## config.mk

```make
export PLATFORM = sky130hd
export DESIGN_NAME = keyframe_playback_crossfade
export DESIGN_NICKNAME = d
export VERILOG_FILES = /design/src/design/kpc_pkg.sv /design/src/design/kpc_ctrl.sv /design/src/design/kpc_dp.sv /design/src/design/keyframe_playback_crossfade.sv
export SDC_FILE = /design/constraint.sdc
export NUM_CORES = 2
export LEC_CHECK = 0
export BUFFER_PORTS_ARGS = -buffer_cell sky130_fd_sc_hd__buf_2
export CAP_MARGIN = 10
export CORE_ASPECT_RATIO = 0.6
export CORE_MARGIN = 1.5
export CORE_UTILIZATION = 45
export CTS_CLUSTER_DIAMETER = 40
export DETAILED_ROUTE_END_ITERATION = 16
export PLACE_DENSITY = 0.73
export SYNTH_ARGS = -nofsm -noshare
export SYNTH_HDL_FRONTEND = slang
export SYNTH_HIERARCHICAL = 1
export SYNTH_SLANG_ARGS = --single-unit
```

## constraint.sdc

```tcl
create_clock -name i_clk -period 16.82 [get_ports i_clk]
set_input_delay 0.841 -clock i_clk [delete_from_list [all_inputs] [get_ports i_clk]]
set_output_delay 0.841 -clock i_clk [all_outputs]
set_load 0.005 [all_outputs]
```

## src/design/kpc_pkg.sv

```systemverilog
package kpc_pkg;

    localparam int FRAC_BITS = 16;
    localparam int RATIO_BITS = FRAC_BITS + 1;
    localparam int CLIP_BITS = 8;
    localparam logic [RATIO_BITS-1:0] Q_ONE = RATIO_BITS'(1) << FRAC_BITS;

    localparam logic CH_CUR = 1'b0;
    localparam logic CH_PREV = 1'b1;
    localparam logic CMD_TICK = 1'b0;
    localparam logic CMD_START = 1'b1;

    typedef enum logic [3:0] {
        S_IDLE,
        S_DECIDE,
        S_ADD,
        S_MOD,
        S_MUL,
        S_DIV,
        S_POS,
        S_FADE,
        S_OUT
    } t_state;

    typedef struct packed {
        logic in_load;
        logic decide;
        logic add;
        logic div_step;
        logic mul;
        logic pos;
        logic fade;
        logic out_load;
        logic sel;
    } t_cmd;

    typedef struct packed {
        logic command;
        logic frozen;
        logic wrap;
        logic div_last;
        logic fading;
    } t_stat;

endpackage

```

## src/design/kpc_ctrl.sv

```systemverilog
module kpc_ctrl (
    input  logic           i_clk,
    input  logic           i_rst_n,
    input  logic           i_valid,
    output logic           o_stall,
    output logic           o_valid,
    input  logic           i_stall,
    input  kpc_pkg::t_stat i_stat,
    output kpc_pkg::t_cmd  o_cmd
);
    import kpc_pkg::*;

    t_state r_state, n_state;
    logic   r_sel, n_sel;
    logic   r_ovalid, n_ovalid;
    t_cmd   cmd;

    always_ff @(posedge i_clk) begin
        if (!i_rst_n) begin
            r_state  <= S_IDLE;
            r_sel    <= CH_CUR;
            r_ovalid <= 1'b0;
        end else begin
            r_state  <= n_state;
            r_sel    <= n_sel;
            r_ovalid <= n_ovalid;
        end
    end

    always_comb begin
        n_state = r_state;
        n_sel   = r_sel;
        cmd     = '0;
        cmd.sel = r_sel;
        unique case (r_state)
            S_IDLE: begin
                if (i_valid) begin
                    cmd.in_load = 1'b1;
                    n_state = S_DECIDE;
                end
            end
            S_DECIDE: begin
                cmd.decide = 1'b1;
                if (i_stat.command == CMD_START) begin
                    n_state = S_OUT;
                end else begin
                    n_sel   = CH_CUR;
                    n_state = S_ADD;
                end
            end
            S_ADD: begin
                cmd.add = 1'b1;
                if (i_stat.frozen) begin
                    if (r_sel == CH_CUR && i_stat.fading) begin
                        n_sel   = CH_PREV;
                        n_state = S_ADD;
                    end else begin
                        n_state = S_FADE;
                    end
                end else if (i_stat.wrap) begin
                    n_state = S_MOD;
                end else begin
                    n_state = S_MUL;
                end
            end
            S_MOD: begin
                cmd.div_step = 1'b1;
                if (i_stat.div_last) begin
                    n_state = S_MUL;
                end
            end
            S_MUL: begin
                cmd.mul = 1'b1;
                n_state = S_DIV;
            end
            S_DIV: begin
                cmd.div_step = 1'b1;
                if (i_stat.div_last) begin
                    n_state = S_POS;
                end
            end
            S_POS: begin
                cmd.pos = 1'b1;
                if (r_sel == CH_CUR && i_stat.fading) begin
                    n_sel   = CH_PREV;
                    n_state = S_ADD;
                end else begin
                    n_state = S_FADE;
                end
            end
            S_FADE: begin
                cmd.fade = 1'b1;
                n_state = S_OUT;
            end
            S_OUT: begin
                if (!r_ovalid || !i_stall) begin
                    cmd.out_load = 1'b1;
                    n_state = S_IDLE;
                end
            end
            default: n_state = S_IDLE;
        endcase
        n_ovalid = cmd.out_load ? 1'b1 : (r_ovalid && i_stall);
    end

    assign o_cmd   = cmd;
    assign o_stall = (r_state != S_IDLE);
    assign o_valid = r_ovalid;

endmodule

```

## src/design/kpc_dp.sv

```systemverilog
module kpc_dp #(
    parameter int TIME_BITS  = 24,
    parameter int FRAME_BITS = 16
) (
    input  logic                             i_clk,
    input  logic                             i_rst_n,
    input  kpc_pkg::t_cmd                    i_cmd,
    output kpc_pkg::t_stat                   o_stat,
    input  logic                             i_command,
    input  logic [TIME_BITS-1:0]             i_delta_time,
    input  logic [kpc_pkg::CLIP_BITS-1:0]    i_clip_id,
    input  logic [TIME_BITS-1:0]             i_clip_length,
    input  logic [FRAME_BITS-1:0]            i_clip_frames,
    input  logic                             i_loop_enable,
    input  logic [TIME_BITS-1:0]             i_fade_time,
    output logic                             o_start_ignored,
    output logic [kpc_pkg::CLIP_BITS-1:0]    o_cur_clip,
    output logic [FRAME_BITS-1:0]            o_cur_frame,
    output logic [FRAME_BITS-1:0]            o_cur_next_frame,
    output logic [kpc_pkg::RATIO_BITS-1:0]   o_cur_ratio,
    output logic [kpc_pkg::CLIP_BITS-1:0]    o_prev_clip,
    output logic [FRAME_BITS-1:0]            o_prev_frame,
    output logic [FRAME_BITS-1:0]            o_prev_next_frame,
    output logic [kpc_pkg::RATIO_BITS-1:0]   o_prev_ratio,
    output logic                             o_fading,
    output logic                             o_finished
);
    import kpc_pkg::*;

    localparam int TW1 = TIME_BITS + 1;
    localparam int PW  = TIME_BITS + FRAME_BITS;
    localparam int DW  = PW + FRAC_BITS;
    localparam int QW  = FRAME_BITS + FRAC_BITS + 1;
    localparam int FW1 = FRAME_BITS + 1;
    localparam int CW  = $clog2(DW + 1);

    logic                  r_in_cmd;
    logic [TIME_BITS-1:0]  r_in_delta;
    logic [CLIP_BITS-1:0]  r_in_clip;
    logic [TIME_BITS-1:0]  r_in_len;
    logic [FRAME_BITS-1:0] r_in_frm;
    logic                  r_in_loop;
    logic [TIME_BITS-1:0]  r_in_fade;

    logic [CLIP_BITS-1:0]  r_clip [2];
    logic [TIME_BITS-1:0]  r_len  [2];
    logic [FRAME_BITS-1:0] r_frm  [2];
    logic                  r_loop [2];
    logic [TIME_BITS-1:0]  r_time [2];
    logic [FRAME_BITS-1:0] r_fr   [2];
    logic [FRAME_BITS-1:0] r_nx   [2];
    logic [RATIO_BITS-1:0] r_rat  [2];

    logic                  r_cur_valid;
    logic [TW1-1:0]        r_fel;
    logic [TIME_BITS-1:0]  r_ftot;
    logic                  r_fin;
    logic                  r_ign;

    logic [TW1-1:0]        r_wtime;
    logic                  r_wrap;
    logic [DW-1:0]         r_dq;
    logic [TW1-1:0]        r_rem;
    logic [CW-1:0]         r_cnt;

    logic [TIME_BITS-1:0]  len_s;
    logic [FRAME_BITS-1:0] frm_s;
    logic                  loop_s;
    logic [TW1-1:0]        tsum;
    logic                  over;
    logic                  frozen;
    logic                  ign_cond;
    logic [TW1-1:0]        rem_sh;
    logic                  ge;
    logic [TIME_BITS-1:0]  tt;
    logic [PW-1:0]         prod;
    logic [QW-1:0]         q;
    logic [FW1-1:0]        fr;
    logic [FW1-1:0]        fm1;
    logic [FW1-1:0]        frc;
    logic [FRAME_BITS-1:0] nx;
    logic [QW-1:0]         rfull;
    logic [RATIO_BITS-1:0] rat;
    logic [TW1-1:0]        fel_sum;

    always_comb begin
        len_s    = r_len[i_cmd.sel];
        frm_s    = r_frm[i_cmd.sel];
        loop_s   = r_loop[i_cmd.sel];
        tsum     = {1'b0, r_time[i_cmd.sel]} + {1'b0, r_in_delta};
        over     = tsum >= {1'b0, len_s};
        frozen   = (len_s == '0) || (frm_s == '0);
        ign_cond = r_cur_valid && (r_in_clip == r_clip[CH_CUR]) && (r_ftot == '0);
        rem_sh   = {r_rem[TIME_BITS-1:0], r_dq[DW-1]};
        ge       = rem_sh >= {1'b0, len_s};
        tt       = r_wrap ? r_rem[TIME_BITS-1:0] : r_wtime[TIME_BITS-1:0];
        prod     = PW'(tt) * PW'(frm_s);
        q        = r_dq[QW-1:0];
        fr       = q[QW-1:FRAC_BITS];
        fm1      = {1'b0, frm_s} - FW1'(1);
        frc      = (fr > fm1) ? fm1 : fr;
        if (frc >= fm1) begin
            nx = loop_s ? '0 : fm1[FRAME_BITS-1:0];
        end else begin
            nx = frc[FRAME_BITS-1:0] + FRAME_BITS'(1);
        end
        rfull    = q - {frc, {FRAC_BITS{1'b0}}};
        rat      = (rfull > QW'(Q_ONE)) ? Q_ONE : rfull[RATIO_BITS-1:0];
        fel_sum  = r_fel + {1'b0, r_in_delta};
    end

    assign o_stat.command  = r_in_cmd;
    assign o_stat.frozen   = frozen;
    assign o_stat.wrap     = !frozen && over && loop_s;
    assign o_stat.div_last = (r_cnt == CW'(1));
    assign o_stat.fading   = (r_ftot != '0);

    always_ff @(posedge i_clk) begin
        if (i_cmd.in_load) begin
            r_in_cmd   <= i_command;
            r_in_delta <= i_delta_time;
            r_in_clip  <= i_clip_id;
            r_in_len   <= i_clip_length;
            r_in_frm   <= i_clip_frames;
            r_in_loop  <= i_loop_enable;
            r_in_fade  <= i_fade_time;
        end
        if (i_cmd.add) begin
            r_wtime <= (over && !loop_s) ? {1'b0, len_s} : tsum;
            r_wrap  <= !frozen && over && loop_s;
            r_dq    <= {tsum, {(DW-TW1){1'b0}}};
            r_rem   <= '0;
            r_cnt   <= CW'(TW1);
        end else if (i_cmd.mul) begin
            r_dq  <= {prod, {FRAC_BITS{1'b0}}};
            r_rem <= '0;
            r_cnt <= CW'(DW);
        end else if (i_cmd.div_step) begin
            r_rem <= ge ? (rem_sh - {1'b0, len_s}) : rem_sh;
            r_dq  <= {r_dq[DW-2:0], ge};
            r_cnt <= r_cnt - CW'(1);
        end
        if (i_cmd.out_load) begin
            o_start_ignored   <= r_ign;
            o_cur_clip        <= r_clip[CH_CUR];
            o_cur_frame       <= r_fr[CH_CUR];
            o_cur_next_frame  <= r_nx[CH_CUR];
            o_cur_ratio       <= r_rat[CH_CUR];
            o_prev_clip       <= r_clip[CH_PREV];
            o_prev_frame      <= r_fr[CH_PREV];
            o_prev_next_frame <= r_nx[CH_PREV];
            o_prev_ratio      <= r_rat[CH_PREV];
            o_fading          <= (r_ftot != '0);
            o_finished        <= r_fin;
        end
    end

    always_ff @(posedge i_clk) begin
        if (!i_rst_n) begin
            for (int i = 0; i < 2; i++) begin
                r_clip[i] <= '0;
                r_len[i]  <= '0;
                r_frm[i]  <= '0;
                r_loop[i] <= 1'b0;
                r_time[i] <= '0;
                r_fr[i]   <= '0;
                r_nx[i]   <= '0;
                r_rat[i]  <= '0;
            end
            r_cur_valid <= 1'b0;
            r_fel       <= '0;
            r_ftot      <= '0;
            r_fin       <= 1'b0;
            r_ign       <= 1'b0;
        end else begin
            if (i_cmd.decide) begin
                r_ign <= (r_in_cmd == CMD_START) && ign_cond;
                if (r_in_cmd == CMD_START && !ign_cond) begin
                    if (r_in_fade != '0) begin
                        r_clip[CH_PREV] <= r_clip[CH_CUR];
                        r_len[CH_PREV]  <= r_len[CH_CUR];
                        r_frm[CH_PREV]  <= r_frm[CH_CUR];
                        r_loop[CH_PREV] <= r_loop[CH_CUR];
                        r_time[CH_PREV] <= r_time[CH_CUR];
                        r_fr[CH_PREV]   <= r_fr[CH_CUR];
                        r_nx[CH_PREV]   <= r_nx[CH_CUR];
                        r_rat[CH_PREV]  <= r_rat[CH_CUR];
                        r_fel           <= '0;
                    end
                    r_ftot         <= r_in_fade;
                    r_cur_valid    <= 1'b1;
                    r_clip[CH_CUR] <= r_in_clip;
                    r_len[CH_CUR]  <= r_in_len;
                    r_frm[CH_CUR]  <= r_in_frm;
                    r_loop[CH_CUR] <= r_in_loop;
                    r_time[CH_CUR] <= '0;
                    r_fr[CH_CUR]   <= '0;
                    r_nx[CH_CUR]   <= '0;
                    r_rat[CH_CUR]  <= '0;
                    r_fin          <= 1'b0;
                end
            end
            if (i_cmd.add && i_cmd.sel == CH_CUR) begin
                r_fin <= !frozen && over && !loop_s;
            end
            if (i_cmd.mul) begin
                r_time[i_cmd.sel] <= tt;
            end
            if (i_cmd.pos) begin
                r_fr[i_cmd.sel]  <= frc[FRAME_BITS-1:0];
                r_nx[i_cmd.sel]  <= nx;
                r_rat[i_cmd.sel] <= rat;
            end
            if (i_cmd.fade && r_ftot != '0) begin
                r_fel <= fel_sum;
                if (fel_sum >= {1'b0, r_ftot}) begin
                    r_ftot <= '0;
                end
            end
        end
    end

endmodule

```

## src/design/keyframe_playback_crossfade.sv

```systemverilog
// Keyframe playback timer with crossfade. A start item loads a clip into the
// current channel (copying the old one to the previous channel when fade_time
// is nonzero) unless it names the current clip while no fade runs, in which
// case it only flags the start as ignored; a tick item advances the current
// channel and, during a fade, the previous one. Every item returns one result
// item, and one item is handled at a time. A start passes the decide and
// output states; a tick passes the decide state, then per channel an add
// step and, unless the channel is frozen, TIME_BITS+1 modulo steps when the
// time wraps, a multiply, TIME_BITS+FRAME_BITS+16 divide steps of the single
// shared restoring divider and a position update, then fade and output states.
// A stalled output holds back the next result, not acceptance of the next item.
module keyframe_playback_crossfade #(
    parameter int TIME_BITS  = 24,
    parameter int FRAME_BITS = 16
) (
    input  logic                             i_clk,
    input  logic                             i_rst_n,
    input  logic                             i_valid,
    output logic                             o_stall,
    input  logic                             i_command,
    input  logic [TIME_BITS-1:0]             i_delta_time,
    input  logic [kpc_pkg::CLIP_BITS-1:0]    i_clip_id,
    input  logic [TIME_BITS-1:0]             i_clip_length,
    input  logic [FRAME_BITS-1:0]            i_clip_frames,
    input  logic                             i_loop_enable,
    input  logic [TIME_BITS-1:0]             i_fade_time,
    output logic                             o_valid,
    input  logic                             i_stall,
    output logic                             o_start_ignored,
    output logic [kpc_pkg::CLIP_BITS-1:0]    o_cur_clip,
    output logic [FRAME_BITS-1:0]            o_cur_frame,
    output logic [FRAME_BITS-1:0]            o_cur_next_frame,
    output logic [kpc_pkg::RATIO_BITS-1:0]   o_cur_ratio,
    output logic [kpc_pkg::CLIP_BITS-1:0]    o_prev_clip,
    output logic [FRAME_BITS-1:0]            o_prev_frame,
    output logic [FRAME_BITS-1:0]            o_prev_next_frame,
    output logic [kpc_pkg::RATIO_BITS-1:0]   o_prev_ratio,
    output logic                             o_fading,
    output logic                             o_finished
);
    import kpc_pkg::*;

    t_cmd  cmd;
    t_stat stat;

    kpc_ctrl u_ctrl (
        .i_clk   (i_clk),
        .i_rst_n (i_rst_n),
        .i_valid (i_valid),
        .o_stall (o_stall),
        .o_valid (o_valid),
        .i_stall (i_stall),
        .i_stat  (stat),
        .o_cmd   (cmd)
    );

    kpc_dp #(
        .TIME_BITS  (TIME_BITS),
        .FRAME_BITS (FRAME_BITS)
    ) u_dp (
        .i_clk             (i_clk),
        .i_rst_n           (i_rst_n),
        .i_cmd             (cmd),
        .o_stat            (stat),
        .i_command         (i_command),
        .i_delta_time      (i_delta_time),
        .i_clip_id         (i_clip_id),
        .i_clip_length     (i_clip_length),
        .i_clip_frames     (i_clip_frames),
        .i_loop_enable     (i_loop_enable),
        .i_fade_time       (i_fade_time),
        .o_start_ignored   (o_start_ignored),
        .o_cur_clip        (o_cur_clip),
        .o_cur_frame       (o_cur_frame),
        .o_cur_next_frame  (o_cur_next_frame),
        .o_cur_ratio       (o_cur_ratio),
        .o_prev_clip       (o_prev_clip),
        .o_prev_frame      (o_prev_frame),
        .o_prev_next_frame (o_prev_next_frame),
        .o_prev_ratio      (o_prev_ratio),
        .o_fading          (o_fading),
        .o_finished        (o_finished)
    );

    a_busy_after_accept: assert property (@(posedge i_clk) disable iff (!i_rst_n)
        i_valid && !o_stall |=> o_stall)
        else $error("input accepted while not busy afterwards");

    a_cur_ratio_range: assert property (@(posedge i_clk) disable iff (!i_rst_n)
        o_valid |-> o_cur_ratio <= Q_ONE)
        else $error("current ratio above one");

    a_prev_ratio_range: assert property (@(posedge i_clk) disable iff (!i_rst_n)
        o_valid |-> o_prev_ratio <= Q_ONE)
        else $error("previous ratio above one");

endmodule
```

==> After elaboration in Yosys (flattened, before gate mapping) <==
Memory sizes are Yosys's and may differ from the RTL's. A register that Yosys moved wholly into a read port is not among the register bits.
Cells that the tools add are included.
{ "op_classes": {"n_addsub": 7, "n_mul": 1, "magnitude_cmp": 6, "eq_ne": 16, "n_mux": 99, "bitwise_logic": 17, "reduce_logical": 45} }
{ "op_table": {"columns": ["op", "count"], "rows": [
  ["24-bit two-way mux", 12],
  ["56-bit two-way mux", 3],
  ["16-bit two-way mux", 10],
  ["25-bit two-way mux", 4],
  ["17-bit two-way mux", 5],
  ["25-bit by 24-bit >= comparator with 1-bit output", 3],
  ["1-bit two-way mux", 51],
  ["24-bit logical NOT", 2],
  ["24-bit nonzero test", 2],
  ["24-bit by 16-bit multiplier with 40-bit output", 1],
  ["4-bit one-hot mux with 9 select lines", 1],
  ["33-bit by 17-bit > comparator with 1-bit output, second input constant", 1],
  ["33-bit subtractor", 1],
  ["16-bit OR reduction", 2],
  ["24-bit by 24-bit adder with 25-bit output", 1],
  ["25-bit by 24-bit adder with 25-bit output", 1],
  ["4-bit two-way mux", 6],
  ["24-bit OR reduction", 1],
  ["24-bit subtractor", 1],
  ["17-bit >= comparator", 1],
  ["17-bit > comparator", 1],
  ["17-bit OR reduction", 1],
  ["16-bit by 1-bit subtractor with 17-bit output, second input constant", 1],
  ["16-bit by 1-bit adder with 16-bit output, second input constant", 1],
  ["other kinds (27)", 78]
]} }
{ "totals": {"register_bits": 327, "ramBits": 244, "inputBits": 102, "output_inout_bits": 119, "wordCells": 229, "mem_count": 8} }
{ "mem_list": {"columns": ["memory", "words", "width", "rd", "rd_clocked_by_memory_dff", "wr", "line_no", "source"], "rows": [
  ["u_dp.r_len", 2, 24, 2, 1, 2, "kpc_dp.sv:46", "logic [TIME_BITS-1:0] r_len [2];"],
  ["u_dp.r_time", 2, 24, 2, 1, 2, "kpc_dp.sv:49", "logic [TIME_BITS-1:0] r_time [2];"],
  ["u_dp.r_rat", 2, 17, 2, 1, 2, "kpc_dp.sv:52", "logic [RATIO_BITS-1:0] r_rat [2];"],
  ["u_dp.r_fr", 2, 16, 2, 1, 2, "kpc_dp.sv:50", "logic [FRAME_BITS-1:0] r_fr [2];"],
  ["u_dp.r_frm", 2, 16, 2, 1, 2, "kpc_dp.sv:47", "logic [FRAME_BITS-1:0] r_frm [2];"],
  ["u_dp.r_nx", 2, 16, 2, 1, 2, "kpc_dp.sv:51", "logic [FRAME_BITS-1:0] r_nx [2];"],
  ["+2 memories", null, null, null, null, null, null, null]
]} }

==> Logic depth before layout (Yosys ltp) <==
An unclocked memory read counts as a cell.
{ "logic_depth": {"depth_word": 12, "depth_mapped": 39, "depth_no_buf": 30} }

==> Modules after synthesis <==
Netlist, hierarchy kept.
{ "modules_own_cells": {"columns": ["module", "instances", "cells_per_inst", "area_each_um2", "seq_area_each_um2"], "rows": [
  ["kpc_dp", 1, 4055, 43183.9, 17546.8],
  ["kpc_ctrl", 1, 61, 451.7, 120.1]
]} }

==> Worst setup path before layout <==
Ideal clock, no wire load.
{ "synth_path": {"kind": "register to register", "from": "reg u_ctrl.r_sel", "to": "mem u_dp/r_rat[1][10] in the netlist's numbering (data pin)", "setup_time_ns": 0.131, "t_arrival_ns": 8.333, "required_ns": 16.689, "slack_ns": 8.356, "stages_incl_launch_ff": 37, "path_buffers": 9, "period_less_slack_ns": 8.464, "cell_sequence": "dfxtp_1 -> buf_4 -> buf_6 -> buf_2 -> buf_1 -> clkbuf_1 -> buf_1 -> mux2_2 -> inv_2 -> ha_1 -> o211ai_1 -> nor3_1 -> xnor2_1 -> ha_1 -> a21o_1 -> maj3_2 -> o41a_1 -> buf_2 -> nand2_4 -> buf_4 -> a21oi_1 -> inv_1 -> ha_1 -> inv_1 -> fa_1 -> a21o_1 -> a21o_1 -> a21o_1 -> a21oi_1 -> xor2_1 -> o2111ai_1 -> a221oi_1 -> o211ai_1 -> or4_1 -> nor2_2 -> buf_2 -> a22o_1"} }
{ "synth_rtl": {"columns": ["item", "line_no", "source"], "rows": [
  ["start: declaration", "kpc_ctrl.sv:14", "logic r_sel, n_sel;"],
  ["start signal: assignment", "kpc_ctrl.sv:25", "r_sel <= n_sel;"],
  ["end: declaration", "kpc_dp.sv:52", null]
]} }

==> impl_metrics.csv <==
group,metric,value,unit
yosys,synthFlopType,"edfxtp_1",
setup_path,crit_required,17.32,ns
detailed_routing,drtIter0Drc,3782,
die,rows,88,
run,cap_viol_max_count,0,
sta,min_period_over_period,59.5,%
sta,finalCriticalPeriod,10.01,ns
hold_path,holdPathStages,1,
cts,holdBufCountCts,0,
placement,place_ws,7.09,ns
sta,rsz0062_at_grt,"no",
final_layout,layout_common_cells,"edfxtp_1 (509), inv_1 (412), nand2_1 (396)",
yosys,seq_area_frac_synth,40.5,%
setup_path,cp-end-kind,"register",
detailed_routing,drc,0,
pwr,p_total,9.16,mW
global_routing,grt_usage,25.2,%
placement,numPortBuffers,220,
sta,layout_setup_ws,6.81,ns
detailed_routing,antenna_left,0,
cts,clk_path_buf_depth,3,
global_routing,antenna_found_initial,1,
setup_path,critPathLaunchType,"register",
final_layout,stdcell_count,5677,
setup_path,slowest_delay,0.78,ns
die,start_util,45.4,%
final_layout,drive_gt1_share,12.9,%
yosys,syn_area,0.0436,mm²
placement,dp.cells,5527,
placement,detailed_place_hpwl,93.7,mm
pwr,power_density,187,mW/mm²
detailed_routing,firstDrtPassIters,6,
die,die_h,244,µm
sta,fmax,0.0999,GHz
sta,maxSlewViolCount,0,
yosys,ys_ff_latch,628,
yosys,synth_cell_type_count,88,
detailed_routing,vias_per_cell,5.75,
cts,cts.repair.resized,0,
cts,cts-htree-levels,3,
final_layout,fill_cells,8400,
outcome,status,"completed",
setup_path,path_class,"register to register",
hold_path,min_to,"u_dp/r_in_len[5]",
sta,worstMarginPinSlew,1.22,ns
global_routing,grt_max_degree,72,
final_layout,areaGrowthSynthToFinish,12.4,%
die,io_pins,221,
cts,clk_latency,0.69,ns
die,coreArea,0.0961,mm²
sta,setup_violations,0,
sta,hold_violations,0,
hold_path,hp-start,"i_clip_length[5]",
cts,cts_buffers,80,
yosys,ys_warn_count,6,
cts,cts_tree,"done",
sta,slew-limit-headroom,16.1,%
pwr,ir_drop,0.213,mV
yosys,synth_edf_count,509,
setup_path,cp_max_fo,48,
setup_path,worstReg2RegEnd,"u_dp/r_rat[0][7]",
detailed_routing,wl_per_cell,21.9,µm
global_routing,grt_pass1_wl,190,mm
hold_path,min_path_type,"input port to register",
global_routing,grt_pass1_vias,31300,
setup_path,arrival,10.52,ns
pwr,leakage,20.3,nW
yosys,synth_cells,4116,
die,die_x,405,µm
die,die_area,0.0989,mm²
sta,fin_tns_setup,0,ns
setup_path,r2r_setup_slack,6.81,ns
sta,skew,0.0907,ns
placement,gp_congestion,0.994,
detailed_routing,vias,32600,
final_layout,final_nets,4997,
detailed_routing,drt_wl_total,124,mm
final_layout,diodes,0,
cts,post-cts-setup-buffers,0,
cts,cts_sinks,628,
yosys,syn_area_per_cell,10.6,µm²
setup_path,reg2reg_from,"u_ctrl/r_sel",
yosys,ys_async_sr_fraction,0,%
setup_path,slowest_stage,"nor2_1",
global_routing,overflow,0,
setup_path,ff2ff_path_depth,30,
cts,clkSlewWorstSetupHoldPaths,0.06,ns
cts,cts-root-buf,"clkbuf_16",
final_layout,final_common_cell,"edfxtp_1",
yosys,synth_nets,4809,
power by group:
group | total, mW | internal, mW | switching (mW)
Sequential | 2.07 | 1.88 | 0.191
Combinational | 5.33 | 2.04 | 3.29
Clock | 1.76 | 1.02 | 0.736
Total | 9.16 | 4.94 | 4.22
worst max-delay path by stage:
| stage | from | endpoint | slack, ns | depth (start not counted) |
|---|---|---|---|---|
| after global placement | u_ctrl/r_sel | u_dp/r_rat[0][1] | 7.32 | 30 |
| after CTS | u_ctrl/r_sel | u_dp/r_rat[0][7] | 7.00 | 30 |
| final | u_ctrl/r_sel | u_dp/r_rat[0][7] | 6.81 | 30 |
| after global routing | u_ctrl/r_sel | u_dp/r_rat[0][12] | 6.20 | 30 |
| after floorplan | u_ctrl/r_sel | u_dp/r_rat[1][10] | 8.36 | 36 |
| after detailed placement | u_ctrl/r_sel | u_dp/r_rat[0][3] | 7.09 | 30 |
registers in the layout (all words and copies together) (netlist names), 17 cells and up:
signal / count
u_dp/r_nx: 32
u_dp/r_rat: 34
u_dp/r_fel: 25
u_dp/r_in_delta: 24
u_dp/o_cur_ratio: 17
u_dp/o_prev_ratio: 17
u_dp/r_wtime: 24
u_dp/r_frm: 32
u_dp/r_ftot: 24
u_dp/r_time: 48
u_dp/r_in_fade: 24
u_dp/r_in_len: 24
u_dp/r_fr: 32
u_dp/r_rem: 24
u_dp/r_dq: 56
u_dp/r_len: 48
critical path, delay by kind of cell, from the launching register on:
family	cells	cell delay, ns
simple gates	6	2.12
xor+xnor	2	0.50
fa+ha+maj	4	1.51
mux	1	0.68
compound gates	14	3.44
flops	1	0.76
buf+inv	3	0.77
area by class of cell:
type	count	area [µm²]	share of cell area (%)
clock inverters	52	667	1.36
well taps	1305	1630	3.33
flip-flops and latches	628	17700	36.0
clock buffers	98	2150	4.39
multi-input cells	2884	23700	48.3
inverters	416	1560	3.18
repair buffers	294	1660	3.38
cell usage after synthesis (12+ instances only):
cell type / n / area (µm²)
a211oi_1: 38 / 285
a21boi_0: 28 / 210
a21o_1: 70 / 526
a21oi_1: 169 / 846
a221oi_1: 21 / 184
a22o_1: 20 / 175
a31oi_1: 17 / 106
and2_1: 42 / 263
and3_1: 123 / 769
buf_1: 13 / 48.8
clkbuf_1: 156 / 586
dfxtp_1: 119 / 2380
edfxtp_1: 509 / 15300
fa_1: 310 / 6210
ha_1: 281 / 3520
inv_1: 413 / 1550
mux2_2: 67 / 754
mux2i_1: 154 / 1540
nand2_1: 398 / 1490
nand2b_1: 24 / 150
nand3_1: 95 / 475
nand4_1: 32 / 200
nor2_1: 353 / 1330
nor2b_1: 35 / 219
nor3_1: 52 / 260
nor4_1: 35 / 219
o211ai_1: 20 / 150
o21a_1: 36 / 270
o21ai_0: 129 / 646
o21ai_1: 21 / 105
o21bai_1: 14 / 105
o31ai_1: 13 / 97.6
or2_2: 12 / 75.1
or3_1: 13 / 81.3
xnor2_1: 93 / 815
xor2_1: 47 / 412
cell families (layout without fill, tap and decap cells):
logic type	after synthesis	in the layout	synth area share [%]
XOR/XNOR	140	140	2.81
AO/OA/AOI/OAI	673	673	10.1
multiplexers	226	226	5.41
adder cells (fa/ha/maj)	592	592	22.3
AND/OR/NAND/NOR	1253	1253	13.5
flip-flops	628	628	40.5
buffers and inverters	604	860	5.37
through the flow:
stage,instance area (µm²),util (%),hold slack [ns]
after floorplan,43600,-,0.400
after global placement,46200,48.1,0.402
after detailed placement,46200,48.1,0.405
after CTS,49000,51.0,0.284
after global routing,49000,51.0,0.295
final,49000,51.0,0.324
metal layers:
layer  up-vias  GRT usage [%]  routed length (µm)
met5         -              0                   0
met2      1789           32.8               47600
met1     15900           39.2               56700
li1      14800              -                   -
met4         0           4.53                2000
met3       166           9.57               18000
(Power assumes the default switching activity.)
